`src/rtl/hex_zero_run_template_decoder_unit_macros.svh`:
```
// Assertion macros shared by the RTL of the template decoder.
`ifndef HEX_ZERO_RUN_TEMPLATE_DECODER_UNIT_MACROS_SVH
`define HEX_ZERO_RUN_TEMPLATE_DECODER_UNIT_MACROS_SVH

`ifndef ASSERT_OFF

// The consequent must hold in the same cycle as the antecedent.
`define HZRT_ASSERT_IMP(lbl, clk, rst_n, ante, cons) \
    lbl: assert property (@(posedge clk) disable iff (!rst_n) (ante) |-> (cons)) \
        else $error("hzrt assertion failed: same-cycle implication");

// The consequent must hold in the cycle after the antecedent.
`define HZRT_ASSERT_NEXT(lbl, clk, rst_n, ante, cons) \
    lbl: assert property (@(posedge clk) disable iff (!rst_n) (ante) |=> (cons)) \
        else $error("hzrt assertion failed: next-cycle implication");

`else

`define HZRT_ASSERT_IMP(lbl, clk, rst_n, ante, cons)
`define HZRT_ASSERT_NEXT(lbl, clk, rst_n, ante, cons)

`endif

`endif

```
`src/rtl/hzrt_pkg.sv`:
```
`default_nettype none

package hzrt_pkg;

    localparam int LENGTH_LIMIT_DEF = 1024;
    localparam int FIFO_DEPTH = 4;

    localparam logic [10:0] EXPECTED_LENGTH_RST = 11'd512;

    localparam logic [7:0] CHAR_OPEN  = 8'h28;
    localparam logic [7:0] CHAR_CLOSE = 8'h29;
    localparam logic [7:0] CHAR_0     = 8'h30;
    localparam logic [7:0] CHAR_9     = 8'h39;
    localparam logic [7:0] CHAR_UA    = 8'h41;
    localparam logic [7:0] CHAR_UF    = 8'h46;
    localparam logic [7:0] CHAR_LA    = 8'h61;
    localparam logic [7:0] CHAR_LF    = 8'h66;

    typedef enum logic [1:0] {
        ST_OK       = 2'd0,
        ST_BAD_CHAR = 2'd1,
        ST_LONG_RUN = 2'd2,
        ST_BAD_LEN  = 2'd3
    } t_status;

    typedef struct packed {
        logic [7:0] text_char;
        logic       end_of_string;
    } t_in;

    typedef struct packed {
        logic       is_status;
        logic [7:0] data_byte;
        logic [9:0] repeat_count;
        logic [1:0] status;
        logic       last;
    } t_out;

endpackage

`default_nettype wire

```
`src/rtl/hex_zero_run_template_decoder_unit.sv`:
```
`default_nettype none
// Channel | Direction | Handshake                  | Payload
// cfg     | in        | i_cfg_valid / o_cfg_ready  | i_cfg_data (expected length)
// in      | in        | i_in_valid / o_in_ready    | i_in (character, end flag)
// out     | out       | o_out_valid / i_out_ready  | o_out (data or status result)
//
// One character is decoded per cycle in the accepting cycle; its results land
// in a four-entry result queue, and the queue output drives the out channel.
// An item yields up to two results, so the rate is one character per cycle only
// while the queue has room for two results, and it is set by the queue drain.
// The in channel is ready while the queue has room for two results.
// Reset is synchronous and active low; the configuration port is always ready.

`include "hex_zero_run_template_decoder_unit_macros.svh"

module hex_zero_run_template_decoder_unit #(
    parameter int LENGTH_LIMIT = hzrt_pkg::LENGTH_LIMIT_DEF
) (
    input  wire logic           i_clk,
    input  wire logic           i_rst_n,
    input  wire logic           i_cfg_valid,
    output logic                o_cfg_ready,
    input  wire logic [10:0]    i_cfg_data,
    input  wire logic           i_in_valid,
    output logic                o_in_ready,
    input  wire hzrt_pkg::t_in  i_in,
    output logic                o_out_valid,
    input  wire logic           i_out_ready,
    output hzrt_pkg::t_out      o_out
);

    localparam int BCW = $clog2(LENGTH_LIMIT + 2);
    localparam int SW  = (BCW > 11) ? BCW + 1 : 12;
    localparam int PW  = $clog2(hzrt_pkg::FIFO_DEPTH);
    localparam int CW  = $clog2(hzrt_pkg::FIFO_DEPTH + 1);
    localparam logic [SW-1:0] LIM  = SW'(LENGTH_LIMIT);
    localparam logic [SW-1:0] LIM1 = SW'(LENGTH_LIMIT + 1);
    localparam logic [CW-1:0] ROOM_LEVEL = CW'(hzrt_pkg::FIFO_DEPTH - 2);

    logic [10:0]       r_exp_len;
    logic              r_in_run;
    logic              r_nib_pend;
    logic [3:0]        r_high;
    logic [9:0]        r_run_count;
    logic [1:0]        r_run_digits;
    logic [BCW-1:0]    r_byte_count;
    hzrt_pkg::t_status r_error;

    hzrt_pkg::t_out    r_fifo [hzrt_pkg::FIFO_DEPTH];
    logic [PW-1:0]     r_head;
    logic [PW-1:0]     r_tail;
    logic [CW-1:0]     r_count;

    logic              in_fire;
    logic              out_fire;
    logic [7:0]        ch;
    logic              is_dec;
    logic              hex_ok;
    logic [3:0]        hex_v;
    logic [9:0]        run_next;

    logic              n_in_run;
    logic              n_nib_pend;
    logic [3:0]        n_high;
    logic [9:0]        n_run_count;
    logic [1:0]        n_run_digits;
    hzrt_pkg::t_status n_error;
    logic [9:0]        add_amt;
    logic [7:0]        data_val;

    logic [SW-1:0]     room;
    logic [SW-1:0]     bc_sum;
    logic [BCW-1:0]    n_byte_count;
    logic [9:0]        keep;
    logic              emit_data;
    hzrt_pkg::t_status code;
    hzrt_pkg::t_out    data_res;
    hzrt_pkg::t_out    stat_res;
    hzrt_pkg::t_out    slot0;
    hzrt_pkg::t_out    slot1;
    logic [1:0]        push_cnt;

    assign o_cfg_ready = 1'b1;
    assign o_in_ready  = (r_count <= ROOM_LEVEL);
    assign o_out_valid = (r_count != '0);
    assign o_out       = r_fifo[r_head];
    assign in_fire     = i_in_valid && o_in_ready;
    assign out_fire    = o_out_valid && i_out_ready;

    // Character classes.
    assign ch     = i_in.text_char;
    assign is_dec = (ch >= hzrt_pkg::CHAR_0) && (ch <= hzrt_pkg::CHAR_9);
    always_comb begin
        hex_ok = 1'b1;
        hex_v  = ch[3:0];
        if (is_dec) begin
            hex_v = ch[3:0];
        end else if (((ch >= hzrt_pkg::CHAR_UA) && (ch <= hzrt_pkg::CHAR_UF))
                  || ((ch >= hzrt_pkg::CHAR_LA) && (ch <= hzrt_pkg::CHAR_LF))) begin
            hex_v = 4'(ch[3:0] + 4'd9);
        end else begin
            hex_ok = 1'b0;
        end
    end

    // The count never passes 999, so ten bits hold count * 10 + digit.
    assign run_next = 10'({r_run_count, 3'b000} + {2'b00, r_run_count, 1'b0}
                          + {9'd0, ch[3:0]});

    always_comb begin
        n_in_run     = r_in_run;
        n_nib_pend   = r_nib_pend;
        n_high       = r_high;
        n_run_count  = r_run_count;
        n_run_digits = r_run_digits;
        n_error      = r_error;
        add_amt      = '0;
        data_val     = '0;
        if (r_error == hzrt_pkg::ST_OK) begin
            if (r_in_run) begin
                if (ch == hzrt_pkg::CHAR_CLOSE) begin
                    add_amt      = r_run_count;
                    n_in_run     = 1'b0;
                    n_run_count  = '0;
                    n_run_digits = '0;
                end else if (is_dec) begin
                    if (r_run_digits == 2'd3) begin
                        n_error = hzrt_pkg::ST_LONG_RUN;
                    end else begin
                        n_run_count  = run_next;
                        n_run_digits = r_run_digits + 2'd1;
                    end
                end else begin
                    n_error = hzrt_pkg::ST_BAD_CHAR;
                end
            end else if (ch == hzrt_pkg::CHAR_OPEN) begin
                n_in_run     = 1'b1;
                n_nib_pend   = 1'b0;
                n_run_count  = '0;
                n_run_digits = '0;
            end else if (!hex_ok) begin
                n_error = hzrt_pkg::ST_BAD_CHAR;
            end else if (!r_nib_pend) begin
                n_high     = hex_v;
                n_nib_pend = 1'b1;
            end else begin
                n_nib_pend = 1'b0;
                add_amt    = 10'd1;
                data_val   = {r_high, hex_v};
            end
        end
        // A string that ends inside a run still closes that run.
        if (i_in.end_of_string && (n_error == hzrt_pkg::ST_OK) && n_in_run) begin
            add_amt = n_run_count;
        end
    end

    // Byte accounting: clip to the room left and saturate one past the limit.
    always_comb begin
        room   = (SW'(r_byte_count) < LIM) ? (LIM - SW'(r_byte_count)) : '0;
        keep   = (SW'(add_amt) < room) ? add_amt : room[9:0];
        bc_sum = SW'(r_byte_count) + SW'(add_amt);
        n_byte_count = (bc_sum > LIM1) ? LIM1[BCW-1:0] : bc_sum[BCW-1:0];
        emit_data = (keep != '0);

        if (n_error != hzrt_pkg::ST_OK) begin
            code = n_error;
        end else if ((SW'(n_byte_count) <= LIM)
                  && (SW'(n_byte_count) == SW'(r_exp_len))) begin
            code = hzrt_pkg::ST_OK;
        end else begin
            code = hzrt_pkg::ST_BAD_LEN;
        end

        data_res.is_status    = 1'b0;
        data_res.data_byte    = data_val;
        data_res.repeat_count = keep;
        data_res.status       = hzrt_pkg::ST_OK;
        data_res.last         = 1'b0;

        stat_res.is_status    = 1'b1;
        stat_res.data_byte    = '0;
        stat_res.repeat_count = '0;
        stat_res.status       = code;
        stat_res.last         = 1'b1;

        slot0    = emit_data ? data_res : stat_res;
        slot1    = stat_res;
        push_cnt = {1'b0, emit_data} + {1'b0, i_in.end_of_string};
    end

    always_ff @(posedge i_clk) begin
        if (!i_rst_n) begin
            r_exp_len <= hzrt_pkg::EXPECTED_LENGTH_RST;
        end else if (i_cfg_valid && o_cfg_ready) begin
            r_exp_len <= i_cfg_data;
        end
    end

    always_ff @(posedge i_clk) begin
        if (!i_rst_n) begin
            r_in_run     <= 1'b0;
            r_nib_pend   <= 1'b0;
            r_high       <= '0;
            r_run_count  <= '0;
            r_run_digits <= '0;
            r_byte_count <= '0;
            r_error      <= hzrt_pkg::ST_OK;
        end else if (in_fire) begin
            if (i_in.end_of_string) begin
                r_in_run     <= 1'b0;
                r_nib_pend   <= 1'b0;
                r_high       <= '0;
                r_run_count  <= '0;
                r_run_digits <= '0;
                r_byte_count <= '0;
                r_error      <= hzrt_pkg::ST_OK;
            end else begin
                r_in_run     <= n_in_run;
                r_nib_pend   <= n_nib_pend;
                r_high       <= n_high;
                r_run_count  <= n_run_count;
                r_run_digits <= n_run_digits;
                r_byte_count <= n_byte_count;
                r_error      <= n_error;
            end
        end
    end

    // Result queue: up to two entries written per transfer in, one read out.
    always_ff @(posedge i_clk) begin
        if (in_fire && (push_cnt != 2'd0)) begin
            r_fifo[r_tail] <= slot0;
        end
        if (in_fire && (push_cnt == 2'd2)) begin
            r_fifo[PW'(r_tail + PW'(1))] <= slot1;
        end
    end

    always_ff @(posedge i_clk) begin
        if (!i_rst_n) begin
            r_head  <= '0;
            r_tail  <= '0;
            r_count <= '0;
        end else begin
            if (in_fire) begin
                r_tail <= PW'(r_tail + PW'(push_cnt));
            end
            if (out_fire) begin
                r_head <= PW'(r_head + PW'(1));
            end
            r_count <= CW'(r_count + (in_fire ? CW'(push_cnt) : CW'(0))
                           - (out_fire ? CW'(1) : CW'(0)));
        end
    end

    `HZRT_ASSERT_NEXT(a_eos_clears, i_clk, i_rst_n, in_fire && i_in.end_of_string, !r_in_run && !r_nib_pend && (r_error == hzrt_pkg::ST_OK) && (r_byte_count == '0))
    `HZRT_ASSERT_IMP(a_queue_bound, i_clk, i_rst_n, 1'b1, r_count <= CW'(hzrt_pkg::FIFO_DEPTH))
    `HZRT_ASSERT_IMP(a_run_no_nibble, i_clk, i_rst_n, r_in_run, !r_nib_pend)
    `HZRT_ASSERT_IMP(a_idle_run_clear, i_clk, i_rst_n, !r_in_run, (r_run_count == '0) && (r_run_digits == '0))
    `HZRT_ASSERT_IMP(a_count_sat, i_clk, i_rst_n, 1'b1, SW'(r_byte_count) <= LIM1)

endmodule

`default_nettype wire
```
`config.mk`:
```
export PLATFORM = sky130hd
export DESIGN_NAME = hex_zero_run_template_decoder_unit
export DESIGN_NICKNAME = d
export VERILOG_FILES = /design/src/rtl/hzrt_pkg.sv /design/src/rtl/hex_zero_run_template_decoder_unit.sv
export VERILOG_INCLUDE_DIRS = /design/src /design/src/rtl
export SDC_FILE = /design/constraint.sdc
export NUM_CORES = 1
export LEC_CHECK = 0
export ABC_AREA = 0
export ABC_CLOCK_PERIOD_IN_PS = 10100
export BUFFER_PORTS_ARGS = -buffer_cell sky130_fd_sc_hd__buf_4
export CAP_MARGIN = 5
export CORE_MARGIN = 2
export CORE_UTILIZATION = 40
export DETAILED_ROUTE_END_ITERATION = 8
export PLACE_DENSITY = 0.52
export SYNTH_ARGS = -nofsm -noshare
export SYNTH_HDL_FRONTEND = slang
export SYNTH_SLANG_ARGS = --single-unit
```
`constraint.sdc`:
```
create_clock -name i_clk -period 10.1 [get_ports i_clk]
set_input_delay 0.505 -clock i_clk [delete_from_list [all_inputs] [get_ports i_clk]]
set_output_delay 0.505 -clock i_clk [all_outputs]
set_load 0.02 [all_outputs]
```
### Word level (Yosys, flattened, before mapping)

Memory sizes are Yosys's and may differ from the RTL's. A register that Yosys moved wholly into a read port is not among the register bits.
Cells that the tools add are included.

| word-level totals | value |
|---|---|
| logic and storage cells | 139 |
| memory bits (writable) | 88 |
| input port bits | 25 |
| memories | 1 |
| register bits | 49 |
| output and inout port bits | 25 |

| operators by class | value |
|---|---|
| magnitude comparators | 11 |
| mux-type cells | 70 |
| equality and inequality tests | 10 |
| add/subtract/negate cells | 12 |
| reduce and logical (&&, ||, !) cells | 24 |

Memories:

| memory | depth | bits a word | rd ports | clocked after memory_dff | write ports | line | RTL |
|---|---|---|---|---|---|---|---|
| r_fifo | 4 | 22 | 1 | 1 | 2 | hex_zero_run_template_decoder_unit.sv:49 | `hzrt_pkg::t_out r_fifo [hzrt_pkg::FIFO_DEPTH];` |

Operators with widths:

| cell | number |
|---|---|
| 2-to-1 mux 10 bit | 12 |
| 2-to-1 mux 2 bit | 20 |
| 2-to-1 mux 8 bit | 5 |
| 2-to-1 mux 4 bit | 8 |
| 2-to-1 mux 11 bit | 2 |
| 2-to-1 mux 22 bit | 1 |
| 2-to-1 mux 1 bit | 21 |
| equality test 8 x 6 -> 1 bit (second input constant) | 2 |
| >= comparator 8 x 7 -> 1 bit (second input constant) | 2 |
| less-or-equal comparator 8 x 7 -> 1 bit (second input constant) | 2 |
| adder 11 x 10 -> 12 bit | 1 |
| greater-than comparator 12 x 11 -> 1 bit (second input constant) | 1 |
| < comparator 10 x 12 -> 1 bit | 1 |
| 2-to-1 mux 12 bit | 1 |
| subtractor 11 x 11 -> 12 bit (first input constant) | 1 |
| equality test 11 bit | 1 |
| less-or-equal comparator 11 bit (second input constant) | 1 |
| < comparator 11 bit (second input constant) | 1 |
| adder 10 bit | 1 |
| adder 10 x 4 -> 10 bit | 1 |
| logical AND 1 bit | 10 |
| nonzero test 10 bit | 1 |
| nonzero test 3 bit | 3 |
| >= comparator 8 x 6 -> 1 bit (second input constant) | 1 |
| 18 further kinds | 27 |

### Longest topological paths before layout

Gate-level depths: netlist (run 1).

| depth | value |
|---|---|
| word-level depth | 21 |
| mapped depth | 27 |
| depth with buffers taken out | 27 |

### Worst setup path after synthesis (run 1)

Ideal clock, no wire load.

| timing path | value |
|---|---|
| path type | input -> register |
| start point | input i_in[4] (netlist name) |
| end point | register r_count[2] |
| arrival | 5.729 ns |
| required time | 9.985 ns |
| stages | 26 |
| path buffers | 0 |
| slack | 4.256 ns |
| library setup time | 0.115 ns |
| cells stage by stage | fa_1 fa_1 a211o_1 o21ai_0 xnor2_1 a211oi_1 o21ai_0 ha_1 o21ai_0 o21bai_1 a21o_1 a21o_1 o21a_2 a2111oi_4 a31oi_2 inv_2 ha_1 nand2_1 ha_1 inv_1 ha_1 inv_1 fa_1 xor2_1 xnor2_1 and2_1 |

| between the ends | value |
|---|---|
| word-level cells in the longest chain between the ends | 20 |
| elaborated cells between the ends (all ways) | 47 |
| classes of those cells | add/sub: 4; order compare: 7; eq/ne: 2; mux: 26; reduce/logical: 8 |

RTL lines:

| element | line | RTL |
|---|---|---|
| start, declared | hex_zero_run_template_decoder_unit.sv:26 | `input wire hzrt_pkg::t_in i_in,` |
| >= comparator 8 x 7 -> 1 bit, or another cell as far along | hex_zero_run_template_decoder_unit.sv:98 | `end else if (((ch >= hzrt_pkg::CHAR_UA) && (ch <= hzrt_pkg::CHAR_UF))` |
| logical AND 1 bit (on tied branches) | hex_zero_run_template_decoder_unit.sv:98, hex_zero_run_template_decoder_unit.sv:99 |  |
| logical OR 1 bit | hex_zero_run_template_decoder_unit.sv:99 | `\|\| ((ch >= hzrt_pkg::CHAR_LA) && (ch <= hzrt_pkg::CHAR_LF))) begin` |
| 2-to-1 mux 1 bit | hex_zero_run_template_decoder_unit.sv:98 |  |
| 2-to-1 mux 1 bit | hex_zero_run_template_decoder_unit.sv:96 | `if (is_dec) begin` |
| 2-to-1 mux 2 bit | hex_zero_run_template_decoder_unit.sv:141 | `end else if (!hex_ok) begin` |
| 2-to-1 mux 2 bit | hex_zero_run_template_decoder_unit.sv:136 | `end else if (ch == hzrt_pkg::CHAR_OPEN) begin` |
| 2-to-1 mux 2 bit | hex_zero_run_template_decoder_unit.sv:120 | `if (r_in_run) begin` |
| (+4 left out) | n/a |  |
| 2-to-1 mux 10 bit (*) | hex_zero_run_template_decoder_unit.sv:153 | `if (i_in.end_of_string && (n_error == hzrt_pkg::ST_OK) && n_in_run) begin` |
| < comparator 10 x 12 -> 1 bit | hex_zero_run_template_decoder_unit.sv:161 | `keep = (SW'(add_amt) < room) ? add_amt : room[9:0];` |
| 2-to-1 mux 10 bit (*) | hex_zero_run_template_decoder_unit.sv:161 |  |
| nonzero test 10 bit (*) | hex_zero_run_template_decoder_unit.sv:164 | `emit_data = (keep != '0);` |
| adder 1 x 1 -> 2 bit (*) | hex_zero_run_template_decoder_unit.sv:189 | `push_cnt = {1'b0, emit_data} + {1'b0, i_in.end_of_string};` |
| 2-to-1 mux 2 bit (*) | hex_zero_run_template_decoder_unit.sv:252 | `r_count <= CW'(r_count + (in_fire ? CW'(push_cnt) : CW'(0))` |
| adder 3 x 2 -> 3 bit (*) | hex_zero_run_template_decoder_unit.sv:252 |  |
| subtractor 3 x 1 -> 3 bit (*) | hex_zero_run_template_decoder_unit.sv:253 | `- (out_fire ? CW'(1) : CW'(0)));` |
| end signal, assigned | hex_zero_run_template_decoder_unit.sv:252 |  |
| end, declared | hex_zero_run_template_decoder_unit.sv:52 | `logic [CW-1:0] r_count;` |

Every way passes the cells marked *; elsewhere a longest branch is shown, timed or not.
A chain may end at the register's enable or synchronous reset.

==> load_flow_metrics.sql, run 1 <==
INSERT INTO impl_metrics (metric_group, metric, value, unit) VALUES
('outcome', 'run_status', 'completed', ''),
('finish', 'diodes_inserted', '0', ''),
('critical_path', 'worstRegToRegCells', '22', ''),
('die', 'die_area', '20620', 'sq um'),
('critical_path', 'worstReg2RegEnd', 'r_fifo[3][5]', ''),
('route', 'remaining_drc_errors', '0', ''),
('critical_path', 'criticalPathCategory', 'register to register', ''),
('global_routing', 'grt_antenna_before_repair', '0', ''),
('die', 'io_pins', '50', ''),
('die', 'initial_core_util', '40.46', '%'),
('finish', 'area.sequential', '2783', 'sq um'),
('clocking', 'post_cts.resized_instances', '0', ''),
('global_routing', 'grt_use_total', '22.20', '%'),
('logic_synthesis', 'async_reset_ff_share', '0', '%'),
('critical_path', 'timing.rr.start', 'r_run_count[0]', ''),
('pwr', 'power.share.combinational', '15.5', '%'),
('logic_synthesis', 'synth_enable_flop_cells', '8', ''),
('pwr', 'finalPower', '0.001429', 'W'),
('pwr', 'power.internal', '0.001027', 'W'),
('clocking', 'tritoncts_buffers', '17', ''),
('critical_path', 'critical_path.startpoint_type', 'register', ''),
('finish', 'layout.cells.most_common', 'sky130_fd_sc_hd__dfxtp_1', ''),
('timing', 'finalHoldViolCount', '0', ''),
('pwr', 'leakagePower', '3.525', 'nW'),
('placed_design', 'place_hpwl', '16170', 'um'),
('critical_path', 'worst-path-stages', '22', ''),
('pwr', 'peakVddDrop', '0.1111', 'mV'),
('clocking', 'clk_pin_slew', '60', 'ps'),
('clocking', 'cts.root.buffer_cell', 'sky130_fd_sc_hd__clkbuf_16', ''),
('timing', 'tightest_pin_transition', '1139', 'ps'),
('logic_synthesis', 'synth_top_flop_cell', 'sky130_fd_sc_hd__dfxtp_1', ''),
('pwr', 'switchingPower', '0.0004021', 'W'),
('finish', 'area_added_between_synthesis_and_finish', '14.89', '%'),
('critical_path', 'critical_path.endpoint', 'r_fifo[3][5]', ''),
('clocking', 'cts.hold.buffers_added', '0', ''),
('clocking', 'clock_tree.htree_level_count', '4', ''),
('route', 'routed_wire_length_per_instance', '18.93', 'um'),
('logic_synthesis', 'ys.warnings.count', '0', ''),
('route', 'avgViaCountPerCell', '5.778', ''),
('critical_path', 'critical_path.startpoint', 'r_run_count[0]', ''),
('critical_path', 'worst_ep_required_time', '10460', 'ps'),
('critical_path', 'arrival', '7120', 'ps'),
('die', 'coreArea', '19270', 'sq um'),
('timing', 'period_minus_slack', '6757', 'ps'),
('logic_synthesis', 'synth_area_per_cell', '9.183', 'sq um'),
('logic_synthesis', 'post_synth_num_cell_types', '81', ''),
('timing', 'setup_total_negative_slack', '0', 'ps'),
('global_routing', 'pin_count_of_the_biggest_net_entering_global_routing', '50', ''),
('placed_design', 'buffer_ports.inserted', '48', ''),
('global_routing', 'global_route_wire_length_before_repair', '35270', 'um'),
('pwr', 'switching_share', '28.14', '%'),
('clocking', 'cts_tree', 'yes', ''),
('finish', 'count_of_non_filler_cells_in_the_finished_layout', '1160', ''),
('placed_design', 'dp_cells', '1130', ''),
('job', 'cap_violations', '0', ''),
('timing', 'hold_slack', '314.1', 'ps'),
('critical_path', 'cp_cell_sequence', 'fa_1 -> fa_1 -> a211o_1 -> o21ai_0 -> xnor2_1 -> a211oi_1 -> o21ai_0 -> ha_1 -> a211oi_1 -> o21bai_1 -> a21o_1 -> a21o_1 -> o21a_2 -> a2111oi_4 -> a31oi_2 -> inv_2 -> ha_1 -> nor2_1 -> and3_1 -> nor2_1 -> buf_4 -> a22o_1', ''),
('finish', 'multi_input_gate_area_in_the_final_layout', '4748', 'sq um'),
('pwr', 'power_frac_seq', '41.5', '%'),
('critical_path', 'critical-path-max-stage-delay', '740', 'ps'),
('finish', 'commonest_non_fill_non_tap_cells_in_the_layout', '127 x sky130_fd_sc_hd__dfxtp_1, 85 x sky130_fd_sc_hd__nand2_1, 64 x sky130_fd_sc_hd__o21ai_0, 57 x sky130_fd_sc_hd__buf_4, 50 x sky130_fd_sc_hd__nor2_1', ''),
('route', 'drt_pre_antenna_iters', '5', ''),
('timing', 'slew_viol_final', '0', ''),
('timing', 'slew-limit-headroom', '23.97', '%'),
('route', 'detail-route-antenna-nets', '0', ''),
('logic_synthesis', 'ys_seq_area_share', '35.69', '%'),
('route', 'detailroute.via_count', '6702', ''),
('critical_path', 'critPathMaxFanout', '15', ''),
('critical_path', 'regToRegSetupSlack', '3340', 'ps'),
('logic_synthesis', 'synth_seq_cells', '135', ''),
('clocking', 'post-cts-setup-buffers', '0', '');
## worst register-to-register path: stages (launching register included)
cell,delay [ps]
sky130_fd_sc_hd__dfxtp_1,490
sky130_fd_sc_hd__fa_1,530
sky130_fd_sc_hd__fa_1,470
sky130_fd_sc_hd__a211o_1,280
sky130_fd_sc_hd__o21ai_0,110
sky130_fd_sc_hd__xnor2_1,100
sky130_fd_sc_hd__a211oi_1,450
sky130_fd_sc_hd__o21ai_0,260
sky130_fd_sc_hd__ha_1,270
sky130_fd_sc_hd__a211oi_1,240
sky130_fd_sc_hd__o21bai_1,110
sky130_fd_sc_hd__a21o_1,180
sky130_fd_sc_hd__a21o_1,180
sky130_fd_sc_hd__o21a_2,310
sky130_fd_sc_hd__a2111oi_4,430
sky130_fd_sc_hd__a31oi_2,230
sky130_fd_sc_hd__inv_2,170
sky130_fd_sc_hd__ha_1,260
sky130_fd_sc_hd__nor2_1,110
sky130_fd_sc_hd__and3_1,340
sky130_fd_sc_hd__nor2_1,740
sky130_fd_sc_hd__buf_4,290
sky130_fd_sc_hd__a22o_1,150
## stage by stage
step                cell area (sq um)  worst slack [ps]
floorplan                        7796              4256
global placement                 8388              3415
detailed placement               8388              3218
CTS                              8957              3389
global route                     8957              2866
finish                           8957              3343
## cell usage after synthesis, types with 9 or more instances
cell | n | area, sq um
sky130_fd_sc_hd__nand2_1 | 85 | 319.1
sky130_fd_sc_hd__nand3_1 | 15 | 75.07
sky130_fd_sc_hd__a21oi_1 | 33 | 165.2
sky130_fd_sc_hd__o21ai_0 | 64 | 320.3
sky130_fd_sc_hd__xnor2_1 | 18 | 157.7
sky130_fd_sc_hd__clkbuf_1 | 30 | 112.6
sky130_fd_sc_hd__mux2i_1 | 12 | 120.1
sky130_fd_sc_hd__and2_1 | 11 | 68.82
sky130_fd_sc_hd__dfxtp_1 | 127 | 2542
sky130_fd_sc_hd__mux4_2 | 21 | 473.0
sky130_fd_sc_hd__a22o_1 | 20 | 175.2
sky130_fd_sc_hd__a211oi_1 | 11 | 82.58
sky130_fd_sc_hd__a22oi_1 | 17 | 127.6
sky130_fd_sc_hd__nor2_1 | 52 | 195.2
sky130_fd_sc_hd__ha_1 | 46 | 575.6
sky130_fd_sc_hd__nor4_1 | 11 | 68.82
sky130_fd_sc_hd__nand2b_1 | 10 | 62.56
sky130_fd_sc_hd__nor2b_1 | 41 | 256.5
sky130_fd_sc_hd__a32o_1 | 20 | 200.2
sky130_fd_sc_hd__xor2_1 | 12 | 105.1
sky130_fd_sc_hd__inv_1 | 25 | 93.84
sky130_fd_sc_hd__o21a_1 | 9 | 67.56
sky130_fd_sc_hd__nor3_1 | 27 | 135.1
## sequential cells by signal (all words and copies together) (netlist names), 3 cells and up, named ones only
register	flops
r_byte_count	11
r_count	3
r_exp_len	11
r_fifo	84
r_high	4
r_run_count	10
## worst min path at each step
stage,from,end,slack (ps),cells past startpoint
floorplan,r_fifo[1][15],r_fifo[1][15],410,2
global placement,r_fifo[0][15],r_fifo[0][15],420,2
detailed placement,r_fifo[1][15],r_fifo[1][15],430,2
CTS,i_cfg_data[9],r_exp_len[9],300,3
global route,i_cfg_data[9],r_exp_len[9],320,3
finish,i_cfg_data[9],r_exp_len[9],310,3
## layer usage
layer	share of wire (%)	vias to the layer above	global-route usage, %
met2	47	211	36.37
met5	0	-	0
met1	46	3250	29.61
met3	4.5	30	4.132
met4	1.8	0	7.224
li1	-	3211	-
## power by group through the flow
stage	Clock, W	Combinational, W	Sequential [W]
floorplan	0	0.000166	0.000585
global placement	0	0.000219	0.000604
detailed placement	0	0.000223	0.000605
CTS	0.000624	0.000224	0.000593
global route	0.000648	0.000243	0.000597
finish	0.000613	0.000222	0.000594
## layout make-up
class / count / area share, %
well taps: 265 / 3.702
clock inverters: 10 / 1.369
repair buffers: 57 / 4.777
flip-flops and latches: 135 / 31.07
clock buffers: 20 / 4.987
inverters: 26 / 1.090
multi-input cells: 647 / 53.01
## logic make-up after synthesis
| kind of cell | Yosys count | synth area share [%] |
|---|---|---|
| adder cells (fa/ha/maj) | 50 | 8.410 |
| flip-flops | 135 | 35.69 |
| other | 1 | 0.04810 |
| AND/OR/NAND/NOR | 294 | 19.19 |
| multiplexers | 33 | 7.607 |
| buffers and inverters | 67 | 3.547 |
| AO/OA/AOI/OAI | 239 | 22.13 |
| XOR/XNOR | 30 | 3.370 |
(Power assumes the default switching activity.)
==> run 2, diff against run 1 <==
--- a/config.mk
+++ b/config.mk
@@ -6,14 +6,14 @@
 export SDC_FILE = /design/constraint.sdc
 export NUM_CORES = 1
 export LEC_CHECK = 0
-export ABC_AREA = 0
-export ABC_CLOCK_PERIOD_IN_PS = 10100
+export ABC_AREA = 1
+export ABC_CLOCK_PERIOD_IN_PS = 6100
 export BUFFER_PORTS_ARGS = -buffer_cell sky130_fd_sc_hd__buf_4
 export CAP_MARGIN = 5
 export CORE_MARGIN = 2
 export CORE_UTILIZATION = 40
 export DETAILED_ROUTE_END_ITERATION = 8
-export PLACE_DENSITY = 0.52
+export PLACE_DENSITY = 0.54
 export SYNTH_ARGS = -nofsm -noshare
 export SYNTH_HDL_FRONTEND = slang
 export SYNTH_SLANG_ARGS = --single-unit
==> constraint.sdc (replaced) <==
create_clock -name i_clk -period 6.1 [get_ports i_clk]
set_input_delay 0.305 -clock i_clk [delete_from_list [all_inputs] [get_ports i_clk]]
set_output_delay 0.305 -clock i_clk [all_outputs]
set_load 0.02 [all_outputs]
==> run 2 against run 1 <==
Cell count rose by 33%. Wire length rose by 6.6%. Critical path type unchanged. First-iteration DRC count rose by 8.6%. Fmax rose by 20%. Core utilization rose by 0.85 points. Register-to-register slack got worse by 2900 ps. Critical path depth rose by 8. Clock skew fell by 1.9 ps. Sequential power rose by 62%. Die area rose by 5.4%.
==> load_flow_metrics.sql, run 2 <==
INSERT INTO impl_metrics (metric_group, metric, value, unit) VALUES
('logic_synthesis', 'ys_seq_area_share', '33.82', '%'),
('logic_synthesis', 'synthMuxAreaShare', '0', '%'),
('pwr', 'finalPower', '0.002639', 'W'),
('timing', 'setup_viol_count_final', '0', ''),
('finish', 'finish.utilization', '47.33', '%'),
('die', 'die_width', '147.4', 'um'),
('placed_design', 'cell_area_after_placement', '8914', 'sq um'),
('logic_synthesis', 'synth_top_flop_cell', 'sky130_fd_sc_hd__dfxtp_1', ''),
('logic_synthesis', 'synth_top_area_cell', 'sky130_fd_sc_hd__dfxtp_1', ''),
('logic_synthesis', 'simple_gate_share_of_the_synthesized_area', '31.63', '%'),
('pwr', 'p_per_cell_area', '275.6', 'nW/um^2'),
('critical_path', 'arrival', '5800', 'ps'),
('route', 'avgViaCountPerCell', '5.118', ''),
('logic_synthesis', 'mappedNetlistArea', '8228', 'sq um'),
('placed_design', 'buffer_ports.inserted', '48', ''),
('timing', 'rsz0062_at_grt', 'false', ''),
('pwr', 'switchingPower', '0.0008653', 'W'),
('pwr', 'leakagePower', '4.525', 'nW'),
('logic_synthesis', 'synth_area_per_cell', '6.839', 'sq um'),
('logic_synthesis', 'synth_enable_flop_cells', '8', ''),
('route', 'detailroute.via_count', '7881', ''),
('logic_synthesis', 'synth.cells.most_frequent', '303 x sky130_fd_sc_hd__nand2_1, 127 x sky130_fd_sc_hd__dfxtp_1, 120 x sky130_fd_sc_hd__inv_1', ''),
('route', 'detail-route-antenna-nets', '0', ''),
('clocking', 'cts.root.buffer_cell', 'sky130_fd_sc_hd__clkbuf_16', ''),
('global_routing', 'grt_use_total', '21.82', '%'),
('clocking', 'insertion_delay', '420', 'ps'),
('logic_synthesis', 'syn-instance-count', '1203', ''),
('placed_design', 'place.gp.congestion', '0.9483', ''),
('logic_synthesis', 'async_reset_ff_share', '0', '%'),
('logic_synthesis', 'synth_fa_ha_area_share', '7.968', '%'),
('logic_synthesis', 'main_combinational_cell_family_by_area_after_synthesis', 'simple AND/OR/NAND/NOR gates', ''),
('die', 'coreArea', '20230', 'sq um'),
('route', 'drt-total-wl', '23410', 'um'),
('logic_synthesis', 'cell_with_the_most_instances_after_synthesis', 'sky130_fd_sc_hd__nand2_1', ''),
('logic_synthesis', 'ys_top_cells_by_area', 'sky130_fd_sc_hd__dfxtp_1 31%, sky130_fd_sc_hd__nand2_1 14%, sky130_fd_sc_hd__ha_1 7.0%', ''),
('critical_path', 'critical-path-max-stage-delay', '490', 'ps'),
('logic_synthesis', 'synth_compound_area_share', '15.60', '%'),
('clocking', 'clk_pin_slew', '60', 'ps'),
('pwr', 'power.share.combinational', '24.3', '%'),
('critical_path', 'worst_ep_required_time', '6270', 'ps'),
('critical_path', 'worst_path_most_repeated_cell', 'sky130_fd_sc_hd__nand2_1', ''),
('critical_path', 'master_of_the_slowest_instance_on_the_critical_path', 'sky130_fd_sc_hd__fa_1', ''),
('finish', 'max_flop_register', 'r_fifo', ''),
('timing', 'slew-limit-headroom', '33.14', '%'),
('logic_synthesis', 'syn_nets', '1278', ''),
('logic_synthesis', 'synth_seq_cells', '135', ''),
('timing', 'timing.final.crit_share', '92.32', '%'),
('route', 'drt_pre_antenna_iters', '5', ''),
('pwr', 'switching_share', '32.78', '%'),
('global_routing', 'pin_count_of_the_biggest_net_entering_global_routing', '44', ''),
('finish', 'layout.cells.most_common', 'sky130_fd_sc_hd__nand2_1', ''),
('timing', 'finalHoldViolCount', '0', ''),
('clocking', 'cts_tree', 'yes', ''),
('route', 'routed_wire_length_per_instance', '15.20', 'um'),
('global_routing', 'first_global_vias', '7246', ''),
('logic_synthesis', 'yosys.area.top_type_share', '30.90', '%'),
('timing', 'fmax', '0.1776', 'GHz'),
('critical_path', 'critPathMaxFanout', '14', ''),
('pwr', 'peakVddDrop', '0.1477', 'mV'),
('clocking', 'clock_tree.htree_level_count', '4', ''),
('timing', 'timing.clock.skew', '9.619', 'ps'),
('route', 'first_iter_violations', '517', ''),
('finish', 'final.fill_count', '2140', ''),
('die', 'die_area', '21730', 'sq um'),
('finish', 'final_layout_size_suffix_gt1_share', '13.86', '%'),
('clocking', 'cts_buffer_depth', '2', ''),
('critical_path', 'critical_path.startpoint_type', 'register', ''),
('critical_path', 'timing.critical_path.buf_inv', '1', ''),
('pwr', 'power_frac_seq', '36.5', '%'),
('finish', 'largest_register_ffs', '84', ''),
('finish', 'layout.cell_area.non_filler', '9578', 'sq um'),
('route', 'remaining_drc_errors', '0', ''),
('clocking', 'tritoncts_buffers', '17', ''),
('timing', 'tightest_pin_transition', '1002', 'ps'),
('clocking', 'clock_sink_count', '135', ''),
('job', 'cap_violations', '0', ''),
('critical_path', 'critical_path.top_delay_family', 'simple AND/OR/NAND/NOR gates', ''),
('pwr', 'power.internal', '0.001774', 'W'),
('clocking', 'cts.hold.buffers_added', '0', ''),
('critical_path', 'criticalPathCategory', 'register to register', ''),
('finish', 'commonest_non_fill_non_tap_cells_in_the_layout', '301 x sky130_fd_sc_hd__nand2_1, 126 x sky130_fd_sc_hd__dfxtp_1, 120 x sky130_fd_sc_hd__inv_1, 112 x sky130_fd_sc_hd__o21ai_0, 108 x sky130_fd_sc_hd__nor2_1', ''),
('logic_synthesis', 'ys.warnings.count', '0', ''),
('die', 'io_pins', '50', ''),
('global_routing', 'globalRoute.totalOverflow', '0', ''),
('die', 'placementRows', '52', ''),
('timing', 'slew_viol_final', '0', ''),
('timing', 'period_minus_slack', '5631', 'ps'),
('pwr', 'power.clock.fraction', '39.1', '%'),
('logic_synthesis', 'xor_xnor_share_of_the_synthesized_area', '1.810', '%'),
('die', 'floorplan.die.height', '147.4', 'um'),
('timing', 'setup_total_negative_slack', '0', 'ps'),
('critical_path', 'worstSetupEndpointType', 'register', ''),
('logic_synthesis', 'post_synth_num_cell_types', '49', ''),
('finish', 'layout.nets', '1332', ''),
('hold_path', 'timing.hold.worst.class', 'primary input to register', ''),
('die', 'initial_core_util', '40.66', '%'),
('global_routing', 'grt_antenna_before_repair', '0', ''),
('finish', 'diodes_inserted', '0', ''),
('placed_design', 'place_hpwl', '16840', 'um'),
('finish', 'biggestRegsByFlops', 'r_fifo: 84 flops, r_byte_count: 11 flops, r_exp_len: 11 flops', ''),
('global_routing', 'global_route_wire_length_before_repair', '37780', 'um'),
('finish', 'area_added_between_synthesis_and_finish', '16.41', '%'),
('outcome', 'run_status', 'completed', '');
==> run 2: metrics by stage <==
step	std cells	hold WS, ps	worst slack (ps)
3_3_place_gp	1502	431.1	284.8
3_5_place_dp	1502	435.8	163.3
2_1_floorplan	1203	420.9	831.9
4_1_cts	1534	84.77	224.6
5_1_grt	1540	93.35	8.030
6_report	1540	93.44	468.6
==> run 2: final timing paths <==
| path | startpoint | end | slack, ps | cells past startpoint |
|---|---|---|---|---|
| worst max-delay path | r_run_count[2] | r_fifo[3][2] | 470 | 30 |
| worst min-delay path | i_cfg_data[9] | r_exp_len[9] | 90 | 3 |
| worst max register to register | r_run_count[2] | r_fifo[3][2] | 470 | 30 |
| worst min register to register | r_fifo[1][16] | r_fifo[1][16] | 450 | 2 |
==> run 2: power groups by stage <==
stage	clock network [W]	logic, W	registers, W
CTS	0.00105	0.000649	0.000963
global placement	0	0.000647	0.000982
detailed placement	0	0.000648	0.000983
finish	0.00103	0.000642	0.000964
global route	0.00109	0.000709	0.000968
floorplan	0	0.000420	0.000976
==> run 2: layer usage <==
metal / track usage [%] / vias up / part of all wire (%)
li1: - / 4084 / -
met1: 29.62 / 3612 / 48
met2: 36.00 / 163 / 47
met3: 2.963 / 22 / 3.7
met4: 7.115 / 0 / 1.5
met5: 0 / - / 0
==> run 2: final cells by class <==
type / instances / area, sq um / area share, %
tap: 270 / 337.8 / 3.527
multi-input combinational: 886 / 4747 / 49.56
inverter: 134 / 503.0 / 5.251
clock inverter: 12 / 142.6 / 1.489
clock buffer: 20 / 436.7 / 4.559
sequential: 135 / 2784 / 29.07
timing repair buffer: 83 / 626.9 / 6.545
==> run 2: worst reg2reg max path: cells and delay by family, from the launching register on <==
family / cells / cell delay [ps]
AO/OA/AOI/OAI: 4 / 660
AND/OR/NAND/NOR: 21 / 2630
adder cells (fa/ha/maj): 3 / 1330
flip-flops: 1 / 400
XOR/XNOR: 1 / 180
buffers and inverters: 1 / 150
==> run 2: repair_timing <==
action,in CTS,in global routing
buffers inserted,0,4
endpoints found under the setup margin,0,68
resized for setup,0,8
==> run 2: kinds of logic after synthesis <==
logic type,count (synthesis)
AND/OR/NAND/NOR,585
AO/OA/AOI/OAI,231
buffers and inverters,184
flip-flops,135
adder cells (fa/ha/maj),50
XOR/XNOR,17
other,1
